## config.mk

```make
export PLATFORM = sky130hd
export DESIGN_NAME = source_route_packet_forwarder_unit
export DESIGN_NICKNAME = d
export VERILOG_FILES = /design/src/srpf_pkg.sv /design/src/source_route_packet_forwarder_unit.sv
export SDC_FILE = /design/constraint.sdc
export NUM_CORES = 1
export LEC_CHECK = 0
export BUFFER_PORTS_ARGS = -buffer_cell sky130_fd_sc_hd__buf_4
export CORE_UTILIZATION = 63
export DETAILED_ROUTE_END_ITERATION = 16
export PLACE_DENSITY_LB_ADDON = 0.08
export SLEW_MARGIN = 20
export SYNTH_ARGS = -nofsm -noshare
export SYNTH_HDL_FRONTEND = slang
export SYNTH_SLANG_ARGS = --single-unit
```

## constraint.sdc

```tcl
create_clock -name clk -period 6 [get_ports clk]
set_input_delay 0.3 -clock clk [delete_from_list [all_inputs] [get_ports clk]]
set_output_delay 0.3 -clock clk [all_outputs]
set_load 0.03 [all_outputs]
```

## src/srpf_pkg.sv

```systemverilog
// Shared constants for the source-route packet forwarder.
// Field widths, action codes and configuration register indexes.
// No dependencies.
package srpf_pkg;

  localparam int NUM_PORTS      = 4;
  localparam int MAX_PACKET_LEN = 64;

  localparam int ADDR_W  = $clog2(MAX_PACKET_LEN);
  localparam int LEN_W   = 8;
  localparam int BYTE_W  = 8;
  localparam int INDEX_W = 6;
  localparam int MASK_W  = 4;
  localparam int ACT_W   = 2;
  localparam int PORT_W  = 2;
  localparam int CFG_IDX_W = 2;

  localparam logic [ACT_W-1:0] ACT_LOCAL = 2'd0;
  localparam logic [ACT_W-1:0] ACT_FLOOD = 2'd1;
  localparam logic [ACT_W-1:0] ACT_PORT  = 2'd2;
  localparam logic [ACT_W-1:0] ACT_DROP  = 2'd3;

  localparam logic [CFG_IDX_W-1:0] CFG_OWN_PORT   = 2'd0;
  localparam logic [CFG_IDX_W-1:0] CFG_LOCAL_CODE = 2'd1;
  localparam logic [CFG_IDX_W-1:0] CFG_FLOOD_CODE = 2'd2;
  localparam logic [CFG_IDX_W-1:0] CFG_END_CODE   = 2'd3;

  localparam logic [BYTE_W-1:0] LOCAL_CODE_RST = 8'd254;
  localparam logic [BYTE_W-1:0] FLOOD_CODE_RST = 8'd253;
  localparam logic [BYTE_W-1:0] END_CODE_RST   = 8'd255;

endpackage

```

## src/source_route_packet_forwarder_unit.sv

```systemverilog
// Source-route packet forwarder: frames length-prefixed packets into a
// packet buffer, rewrites the route header in place and emits the packet.
// Depends on srpf_pkg.
//
//  channel | ports                                   | direction
//  --------+-----------------------------------------+----------
//  in      | in_valid, in_ready, in_rx_byte           | receive
//  out     | out_valid, out_ready, out_byte, out_index,| transmit
//          | out_route_action, out_dest_mask, out_last |
//  cfg     | cfg_wr_en, cfg_index, cfg_data           | write only
//
// Receive takes one byte per cycle. After the last byte of an N-byte packet
// whose delimiter sits at index k, the rewrite reads each of the k - 1 route
// bytes (at most N - 2) and writes it one place down, the route lookup reads
// and checks byte 1, and the emission reads and loads each byte in turn; all
// steps use the packet buffer, whose read data is registered. Dropped short
// or oversize packets give their result straight from receive. Receive is
// closed while a packet is rewritten or emitted, and a stalled output holds
// the sequencer. In receive, a byte that would complete a packet waits while
// the output register is full. Reset is synchronous; the buffer is not cleared.
module source_route_packet_forwarder_unit
  import srpf_pkg::*;
(
  input  logic                 clk,
  input  logic                 rst_n,

  input  logic                 in_valid,
  output logic                 in_ready,
  input  logic [BYTE_W-1:0]    in_rx_byte,

  output logic                 out_valid,
  input  logic                 out_ready,
  output logic [BYTE_W-1:0]    out_byte,
  output logic [INDEX_W-1:0]   out_index,
  output logic [ACT_W-1:0]     out_route_action,
  output logic [MASK_W-1:0]    out_dest_mask,
  output logic                 out_last,

  input  logic                 cfg_wr_en,
  input  logic [CFG_IDX_W-1:0] cfg_index,
  input  logic [BYTE_W-1:0]    cfg_data
);

  typedef enum logic [2:0] {
    S_RX,
    S_REW_RD,
    S_REW_CHK,
    S_ROUTE_RD,
    S_ROUTE_CHK,
    S_EMIT_RD,
    S_EMIT_LD
  } state_t;

  state_t state_r;

  logic [PORT_W-1:0] own_port_r;
  logic [BYTE_W-1:0] local_code_r;
  logic [BYTE_W-1:0] flood_code_r;
  logic [BYTE_W-1:0] end_code_r;

  logic [LEN_W-1:0]  pos_r;
  logic [LEN_W-1:0]  len_r;
  logic [LEN_W-1:0]  idx_r;
  logic [ACT_W-1:0]  act_r;
  logic [MASK_W-1:0] mask_r;

  logic                 out_valid_r;
  logic [BYTE_W-1:0]    out_byte_r;
  logic [INDEX_W-1:0]   out_index_r;
  logic [ACT_W-1:0]     out_act_r;
  logic [MASK_W-1:0]    out_mask_r;
  logic                 out_last_r;

  // packet buffer
  logic [BYTE_W-1:0] mem [MAX_PACKET_LEN];
  logic              mem_we;
  logic [ADDR_W-1:0] mem_waddr;
  logic [BYTE_W-1:0] mem_wdata;
  logic              mem_re;
  logic [ADDR_W-1:0] mem_raddr;
  logic [BYTE_W-1:0] mem_q_r;

  logic [LEN_W-1:0]  len_eff;
  logic [LEN_W-1:0]  pos_inc;
  logic              completes;
  logic              len_bad;
  logic              in_fire;
  logic              out_free;
  logic              out_load;
  logic [LEN_W-1:0]  idx_inc;
  logic              is_delim;
  logic [MASK_W-1:0] flood_mask;
  logic [MASK_W-1:0] port_mask;

  assign len_eff   = (pos_r == '0) ? in_rx_byte : len_r;
  assign pos_inc   = pos_r + LEN_W'(1);
  assign completes = (pos_inc >= len_eff);
  assign len_bad   = (len_eff < LEN_W'(2)) || (len_eff > LEN_W'(MAX_PACKET_LEN));
  assign out_free  = !out_valid_r || out_ready;
  assign in_ready  = (state_r == S_RX) && (out_free || !completes);
  assign in_fire   = in_valid && in_ready;
  assign idx_inc   = idx_r + LEN_W'(1);
  assign is_delim  = (mem_q_r == end_code_r);
  // output register takes a new transaction this cycle
  assign out_load  = (in_fire && completes && len_bad) ||
                     ((state_r == S_EMIT_LD) && out_free);

  always_comb begin
    for (int i = 0; i < MASK_W; i++) begin
      flood_mask[i] = (i < NUM_PORTS) && (PORT_W'(i) != own_port_r);
      port_mask[i]  = (mem_q_r == BYTE_W'(i));
    end
  end

  // buffer port control
  always_comb begin
    mem_we    = 1'b0;
    mem_waddr = pos_r[ADDR_W-1:0];
    mem_wdata = in_rx_byte;
    mem_re    = 1'b0;
    mem_raddr = idx_r[ADDR_W-1:0];
    unique case (state_r)
      S_RX: begin
        mem_we = in_fire && (pos_r < LEN_W'(MAX_PACKET_LEN));
      end
      S_REW_RD, S_EMIT_RD: begin
        mem_re = 1'b1;
      end
      S_REW_CHK: begin
        mem_we    = 1'b1;
        mem_waddr = ADDR_W'(idx_r - LEN_W'(1));
        mem_wdata = is_delim ? BYTE_W'(own_port_r) : mem_q_r;
      end
      S_ROUTE_RD: begin
        mem_re    = 1'b1;
        mem_raddr = ADDR_W'(1);
      end
      S_ROUTE_CHK, S_EMIT_LD: begin
      end
      default: begin
      end
    endcase
  end

  always_ff @(posedge clk) begin
    if (mem_we) begin
      mem[mem_waddr] <= mem_wdata;
    end
    if (mem_re) begin
      mem_q_r <= mem[mem_raddr];
    end
  end

  always_ff @(posedge clk) begin
    if (!rst_n) begin
      own_port_r   <= '0;
      local_code_r <= LOCAL_CODE_RST;
      flood_code_r <= FLOOD_CODE_RST;
      end_code_r   <= END_CODE_RST;
    end else if (cfg_wr_en) begin
      unique case (cfg_index)
        CFG_OWN_PORT:   own_port_r   <= cfg_data[PORT_W-1:0];
        CFG_LOCAL_CODE: local_code_r <= cfg_data;
        CFG_FLOOD_CODE: flood_code_r <= cfg_data;
        CFG_END_CODE:   end_code_r   <= cfg_data;
        default: begin
        end
      endcase
    end
  end

  always_ff @(posedge clk) begin
    if (!rst_n) begin
      state_r     <= S_RX;
      pos_r       <= '0;
      len_r       <= '0;
      out_valid_r <= 1'b0;
    end else begin
      if (out_load) begin
        out_valid_r <= 1'b1;
      end else if (out_valid_r && out_ready) begin
        out_valid_r <= 1'b0;
      end
      unique case (state_r)
        S_RX: begin
          if (in_fire) begin
            if (pos_r == '0) begin
              len_r <= in_rx_byte;
            end
            if (!completes) begin
              pos_r <= pos_inc;
            end else begin
              pos_r <= '0;
              if (len_bad) begin
                // short or oversize: one drop transaction with the length byte
                out_byte_r  <= len_eff;
                out_index_r <= '0;
                out_act_r   <= ACT_DROP;
                out_mask_r  <= '0;
                out_last_r  <= 1'b1;
              end else if (len_eff == LEN_W'(2)) begin
                state_r <= S_ROUTE_RD;
              end else begin
                idx_r   <= LEN_W'(2);
                state_r <= S_REW_RD;
              end
            end
          end
        end
        S_REW_RD: begin
          state_r <= S_REW_CHK;
        end
        S_REW_CHK: begin
          // shift one route byte down; at the delimiter write the own port below it and end the header
          if (is_delim || (idx_inc >= len_r)) begin
            state_r <= S_ROUTE_RD;
          end else begin
            idx_r   <= idx_inc;
            state_r <= S_REW_RD;
          end
        end
        S_ROUTE_RD: begin
          state_r <= S_ROUTE_CHK;
        end
        S_ROUTE_CHK: begin
          if (mem_q_r == local_code_r) begin
            act_r  <= ACT_LOCAL;
            mask_r <= '0;
          end else if (mem_q_r == flood_code_r) begin
            act_r  <= ACT_FLOOD;
            mask_r <= flood_mask;
          end else if (mem_q_r >= BYTE_W'(NUM_PORTS)) begin
            act_r  <= ACT_DROP;
            mask_r <= '0;
          end else begin
            act_r  <= ACT_PORT;
            mask_r <= port_mask;
          end
          idx_r   <= '0;
          state_r <= S_EMIT_RD;
        end
        S_EMIT_RD: begin
          state_r <= S_EMIT_LD;
        end
        S_EMIT_LD: begin
          if (out_free) begin
            out_byte_r  <= mem_q_r;
            out_index_r <= INDEX_W'(idx_r);
            out_act_r   <= act_r;
            out_mask_r  <= mask_r;
            out_last_r  <= (idx_inc == len_r);
            if (idx_inc == len_r) begin
              state_r <= S_RX;
            end else begin
              idx_r   <= idx_inc;
              state_r <= S_EMIT_RD;
            end
          end
        end
        default: begin
          state_r <= S_RX;
        end
      endcase
    end
  end

  assign out_valid        = out_valid_r;
  assign out_byte         = out_byte_r;
  assign out_index        = out_index_r;
  assign out_route_action = out_act_r;
  assign out_dest_mask    = out_mask_r;
  assign out_last         = out_last_r;

endmodule
```

======== Yosys cells after proc, flatten, opt, wreduce, memory -nomap -nowiden ========
Memories as Yosys holds them, arrays and structs flattened. A register that Yosys moved wholly into a read port is not among the register bits.
Cells that the tools add are included.
cells by class
  add/sub/neg operators ................... 3
  order comparisons ....................... 6
  equal/unequal tests ..................... 28
  muxes and demuxes ....................... 57
  reductions and logical operators ........ 33
operator list
  cell                                                                                 number
  8-bit 2-to-1 mux                                                                     15
  6-bit 2-to-1 mux                                                                     6
  8-bit == test                                                                        4
  8-bit case mux with 4 select lines                                                   1
  8-bit by 2-bit == test with 1-bit output, second input constant                      3
  4-bit 2-to-1 mux                                                                     6
  3-bit case mux with 7 select lines                                                   1
  8-bit by 1-bit adder with 8-bit output, second input constant                        2
  8-bit greater-or-equal comparator                                                    2
  8-bit logical NOT                                                                    2
  2-bit != test, second input constant                                                 8
  8-bit case mux with 2 select lines                                                   1
  3-bit 2-to-1 mux                                                                     5
  2-bit 2-to-1 mux                                                                     6
  6-bit case mux with 2 select lines                                                   1
  2-bit AND reduction                                                                  6
  1-bit 2-to-1 mux                                                                     11
  3-bit == test, second input constant                                                 3
  9-bit AND reduction                                                                  1
  8-bit by 1-bit == test with 1-bit output, second input constant                      1
  8-bit by 3-bit greater-or-equal comparator with 1-bit output, second input constant  1
  8-bit by 7-bit greater-than comparator with 1-bit output, second input constant      1
  8-bit by 2-bit < comparator with 1-bit output, second input constant                 1
  8-bit by 7-bit < comparator with 1-bit output, second input constant                 1
  other kinds (21)                                                                     38
storage, ports and cells
  register bits ........................... 81
  bits in writable memories ............... 512
  input bits .............................. 23
  output and inout bits ................... 23
  word-level logic and storage cells ...... 145
  memories ................................ 1
memory list
  memory  words  bits a word  rd ports  clocked after Yosys merged registers in  write ports  line                                      RTL
  mem     64     8            1         1                                        1            source_route_packet_forwarder_unit.sv:75  logic [BYTE_W-1:0] mem [MAX_PACKET_LEN];

======== Logic depth before layout (Yosys ltp) ========
  word-level depth ........................ 11
  gate-level depth with buffers ........... 14
  depth with buffers taken out ............ 12

======== Least setup slack after synthesis ========
OpenSTA, ideal clock, no wires.
  path kind ............................... register to register
  from .................................... register mem_q_r[0], read port of mem
  to ...................................... memory mem[0][1], data pin
  setup time .............................. 0.702 ns
  arrival ................................. 3.855 ns
  data required time ...................... 5.298 ns
  path slack .............................. 1.443 ns
  cell stages (with the launch flop) ...... 7
  buffers on the path ..................... 1
  period minus slack after synthesis ...... 4.557 ns
  path through ............................ edfxtp_1 > clkbuf_1 > xnor2_1 > nand4_1 > nor2_1 > mux2i_1 > o21ai_0
between the ends
  word-level cells in the longest chain between the ends .. 3
RTL lines
  element                 line                                       RTL
  start: declaration      source_route_packet_forwarder_unit.sv:81   logic [BYTE_W-1:0] mem_q_r;
  8-bit == test           source_route_packet_forwarder_unit.sv:103  assign is_delim = (mem_q_r == end_code_r);
  8-bit 2-to-1 mux        source_route_packet_forwarder_unit.sv:132  mem_wdata = is_delim ? BYTE_W'(own_port_r) : mem_q_r;
  8-bit 2-to-1 mux        source_route_packet_forwarder_unit.sv:122  unique case (state_r)
  named net mem_wdata[1]  source_route_packet_forwarder_unit.sv:78   logic [BYTE_W-1:0] mem_wdata;
  end: declaration        source_route_packet_forwarder_unit.sv:75
The timed path passes the listed nets, and every way through them passes these cells.

======== Final worst setup path ========
  from .................................... register pos_r[0]
  to ...................................... memory mem[61][7] (enable)
between the ends
  word-level cells in the longest chain between the ends .. 11
  elaborated cells between the ends (all ways) .. 14
  classes of those cells .................. add/sub (1); order compare (2); mux (5); reduce/logical (6)
RTL lines
  element                                                                                          line                                       RTL
  start: declaration                                                                               source_route_packet_forwarder_unit.sv:61   logic [LEN_W-1:0] pos_r;
  start signal: assignment                                                                         source_route_packet_forwarder_unit.sv:191  pos_r <= pos_inc;
  parallel branches: the longest is 11 deep, another holds 8-bit by 1-bit adder with 8-bit output  -
Several ways; the timed one is not identified.

==> summary.txt <==
Setup path
  – Critical path fanouts, max: 14
  – Crit path DAT: 4.92 ns
  – Slowest cell on the critical path: nor2_1
  – Worst flop-to-flop path startpoint: pos_r[0]$_SDFFE_PN0P_
  – Data required, critical path: 6.25 ns
  – CP bufs+invs: 2
  – Largest delay contributor family on the critical path: simple AND/OR/NAND/NOR gates
  – WP depth: 12
  – Setup slack, reg-to-reg: 1.32 ns
  – Setup crit start kind: flip-flop
  – Crit path kind: reg2reg
  – CP Capture Point: mem[61][7]$_DFFE_PP_
  – Crit. Startpoint: pos_r[0]$_SDFFE_PN0P_
  – Most frequent cell on the critical path: ha_1
  – Crit-path cells: inv_1 -> ha_1 -> nand3_1 -> mux2i_1 -> ha_1 -> and3_1 -> o21ai_0 -> a311oi_2 -> nor3_1 -> o21ai_1 -> buf_4 -> nor2_1
  – R2R cell count: 12
  – Crit-path max cell delay: 0.62 ns
  – Crit end category: flip-flop
  – Reg2reg end: mem[61][7]$_DFFE_PP_

Final layout
  – Fraction of layout cells with a size suffix above 1: 0.1143
  – Nets: 1903
  – Ant. Diodes: 0
  – P&R area growth vs syn: 11.04%

Synthesis
  – Mapped Avg Cell Area: 13.93 µm²
  – Sequential fraction of the synthesis area: 0.6904
  – Commonest cells post-synth: edfxtp_1, nand2_1, nor2_1
  – Synthesized-area fraction occupied by adder cells: 0.009823
  – Synthesized flop and latch total: 601
  – Top cells by area, synth: edfxtp_1, mux2i_1, dfxtp_1
  – Post-synthesis mux area share: 0.05029
  – Cell area after synthesis: 0.02547 mm²
  – Yosys Warn Count: 0
  – Syn Inst Count: 1829
  – Yosys cell types: 75
  – Synth area leader: edfxtp_1
  – Synth Area in Simple Gates: 0.1034
  – Compound-Gate Fraction of Synth Area: 0.1053
  – Synthesized Nets: 1872
  – Top FF cell, synth: edfxtp_1
  – Ys async rst share: 0
  – Number of flops mapped to enable cells by yosys: 555
  – Top cell type's share of synthesized area: 0.6542
  – Largest family of logic cells by synthesized area: compound AO/OA/AOI/OAI gates
  – Most common cell in the netlist: edfxtp_1
  – Post-Synth XOR/XNOR Area: 0.01272

GRT
  – Largest net degree at the start of global routing: 172
  – Grt ovf: 0
  – Vias in the first global route: 15850
  – First-pass GRT wire length: 97190 µm
  – GRT Total Usage: 0.3219
  – Initial antenna violation count: 1

Clocking
  – Post-CTS setup repair buffer count: 0
  – CTS buffer count: 58
  – CTS Root Cell: clkbuf_16
  – Post-CTS sizing: 0
  – CTS Buffer Depth: 3
  – CTS clk-pin slew, worst paths: 0.07 ns
  – Clock sink count: 601
  – CTS tree: yes
  – Worst skew pair latency: 0.63 ns
  – CTS H-tree depth: 2

Drt
  – Vias per std cell: 6.636
  – DR pass1 iterations: 6
  – DR DRC count: 0
  – Via count: 16150
  – Iteration-0 DRC count of the detailed router: 2045
  – Routed wire per std cell: 26.67 µm
  – Routed WL: 64890 µm
  – Final ANT Viol Nets: 0

STA
  – Final hold viol count: 0
  – RSZ-0062 raised after global routing: false
  – Final min period: 4.678 ns
  – Worst-margin pin slew: 1.040 ns
  – Achievable Freq: 0.2138 GHz
  – Max Slew Vio Count: 0
  – Slew Limit Headroom: 0.3066
  – Final setup TNS: 0 ns
  – Final Skew: 0.01686 ns
  – Period utilisation layout: 0.7797
  – Finish-stage setup viols: 0
  – Setup ws final: 1.322 ns

Floorplan
  – Initial Util: 0.6397
  – Die W: 203.1 µm
  – Row cnt: 73
  – Io pins: 46
  – CORE AREA: 0.03982 mm²
  – Die H: 203.1 µm
  – Die area: 0.04124 mm²

Hold path
  – Hold Path Depth: 4
  – HP Class: in2reg

Power and ir drop
  – Pwr Total: 8683 µW
  – PD cells: 307.0 mW/mm²
  – Worst VDD drop: 258.3 µV
  – Leakage: 0.009508 µW

Placement
  – Dpl hpwl: 40780 µm
  – Setup WS pre-CTS: 1.422 ns
  – Buffers added on ports: 45
  – GPL Wtd Cong: 0.9355

Flow run
  – Max Cap Violations: 0

Outcome
  – Status: finished, final reports clean
==> layer usage <==
metal,vias up,routed length (µm),track usage
met4,0,2323,0.1318
li1,7172,-,-
met3,138,6208,0.06404
met2,918,30280,0.5023
met1,7917,26080,0.4473
met5,-,0,0
==> power breakdown <==
part	switching [µW]	internal [µW]	total (µW)
clock network	1540	2160	3700
logic	239	96.0	335
registers	24.6	4620	4640
==> how the worst min path moves through the flow <==
stage / startpoint / to / slack [ns]
after CTS: cfg_index[0] / flood_code_r[1]$_SDFFE_PN0P_ / 0.09
after floorplan: cfg_data[1] / end_code_r[1]$_SDFFE_PN1P_ / 0.42
after detailed placement: flood_code_r[1]$_SDFFE_PN0P_ / flood_code_r[1]$_SDFFE_PN0P_ / 0.47
final: cfg_index[0] / flood_code_r[1]$_SDFFE_PN0P_ / 0.11
after global placement: flood_code_r[1]$_SDFFE_PN0P_ / flood_code_r[1]$_SDFFE_PN0P_ / 0.46
after global routing: rst_n / flood_code_r[0]$_SDFFE_PN1P_ / 0.13
==> placed cells by master (no fill, tap or decap), drive strengths merged, types with 9 or more instances in the layout <==
cell type  count
a211oi        33
a21boi         9
a21oi         74
a221oi        13
a22oi         10
a2bb2oi       10
a32oi         25
and2          16
and3          46
buf           79
bufinv         9
clkbuf        71
clkinv        26
dfxtp         46
edfxtp       555
ha            20
inv           36
mux2i        113
nand2        149
nand3         67
nand4         19
nor2         132
nor2b         12
nor3          22
nor4          16
o2111ai       12
o211a          9
o211ai        38
o21ai         47
o221ai        17
xnor2         21
xor2          16
==> through the flow <==
step	instance area (µm²)	utilization	hold WS [ns]	std cells
6_report	28290	0.7103	0.1112	2433
5_1_grt	28290	0.7103	0.1342	2433
4_1_cts	28250	0.7095	0.09150	2432
3_5_place_dp	26250	0.6593	0.4690	2316
3_3_place_gp	26250	0.6592	0.4642	2316
2_1_floorplan	25470	-	0.4240	1829
==> cells by family after synthesis <==
logic type / count (synthesis)
DFF: 601
and+or+nand+nor: 528
AOI/OAI and AO/OA: 369
buffers and inverters: 151
muxes: 123
xor gates and xnor gates: 37
adders and majority gates: 20
==> sequential cells by signal, summed over array words and instances, names as in the netlist, 3 cells and up <==
| name | count |
|---|---|
| end_code_r | 8 |
| out_index | 6 |
| len_r | 8 |
| local_code_r | 8 |
| mem | 512 |
| state_r | 3 |
| idx_r | 8 |
| flood_code_r | 8 |
| mask_r | 4 |
| out_byte | 8 |
| out_dest_mask | 4 |
| pos_r | 8 |
| mem_q_r | 8 |
==> worst min-delay path: stages <==
cell	delay, ns
buf_4	0.11
nor2_1	0.12
nand2_1	0.09
a21boi_0	0.06
==> layout make-up <==
class	instances	area, µm²
Timing Repair Buffer	87	705.7
Clock inverter	37	419.2
Multi-Input combinational cell	1077	7287
Clock buffer	71	1500
Fill cell	2723	11540
Tap cell	525	656.9
Sequential cell	601	17590
Inverter	35	131.4
==> repair_timing <==
item,in CTS,in global routing
hold buffers,8,0
setup endpoints to repair,0,0
endpoints found under the hold margin,26,0
No activity file was read; power rests on OpenSTA's default activity.
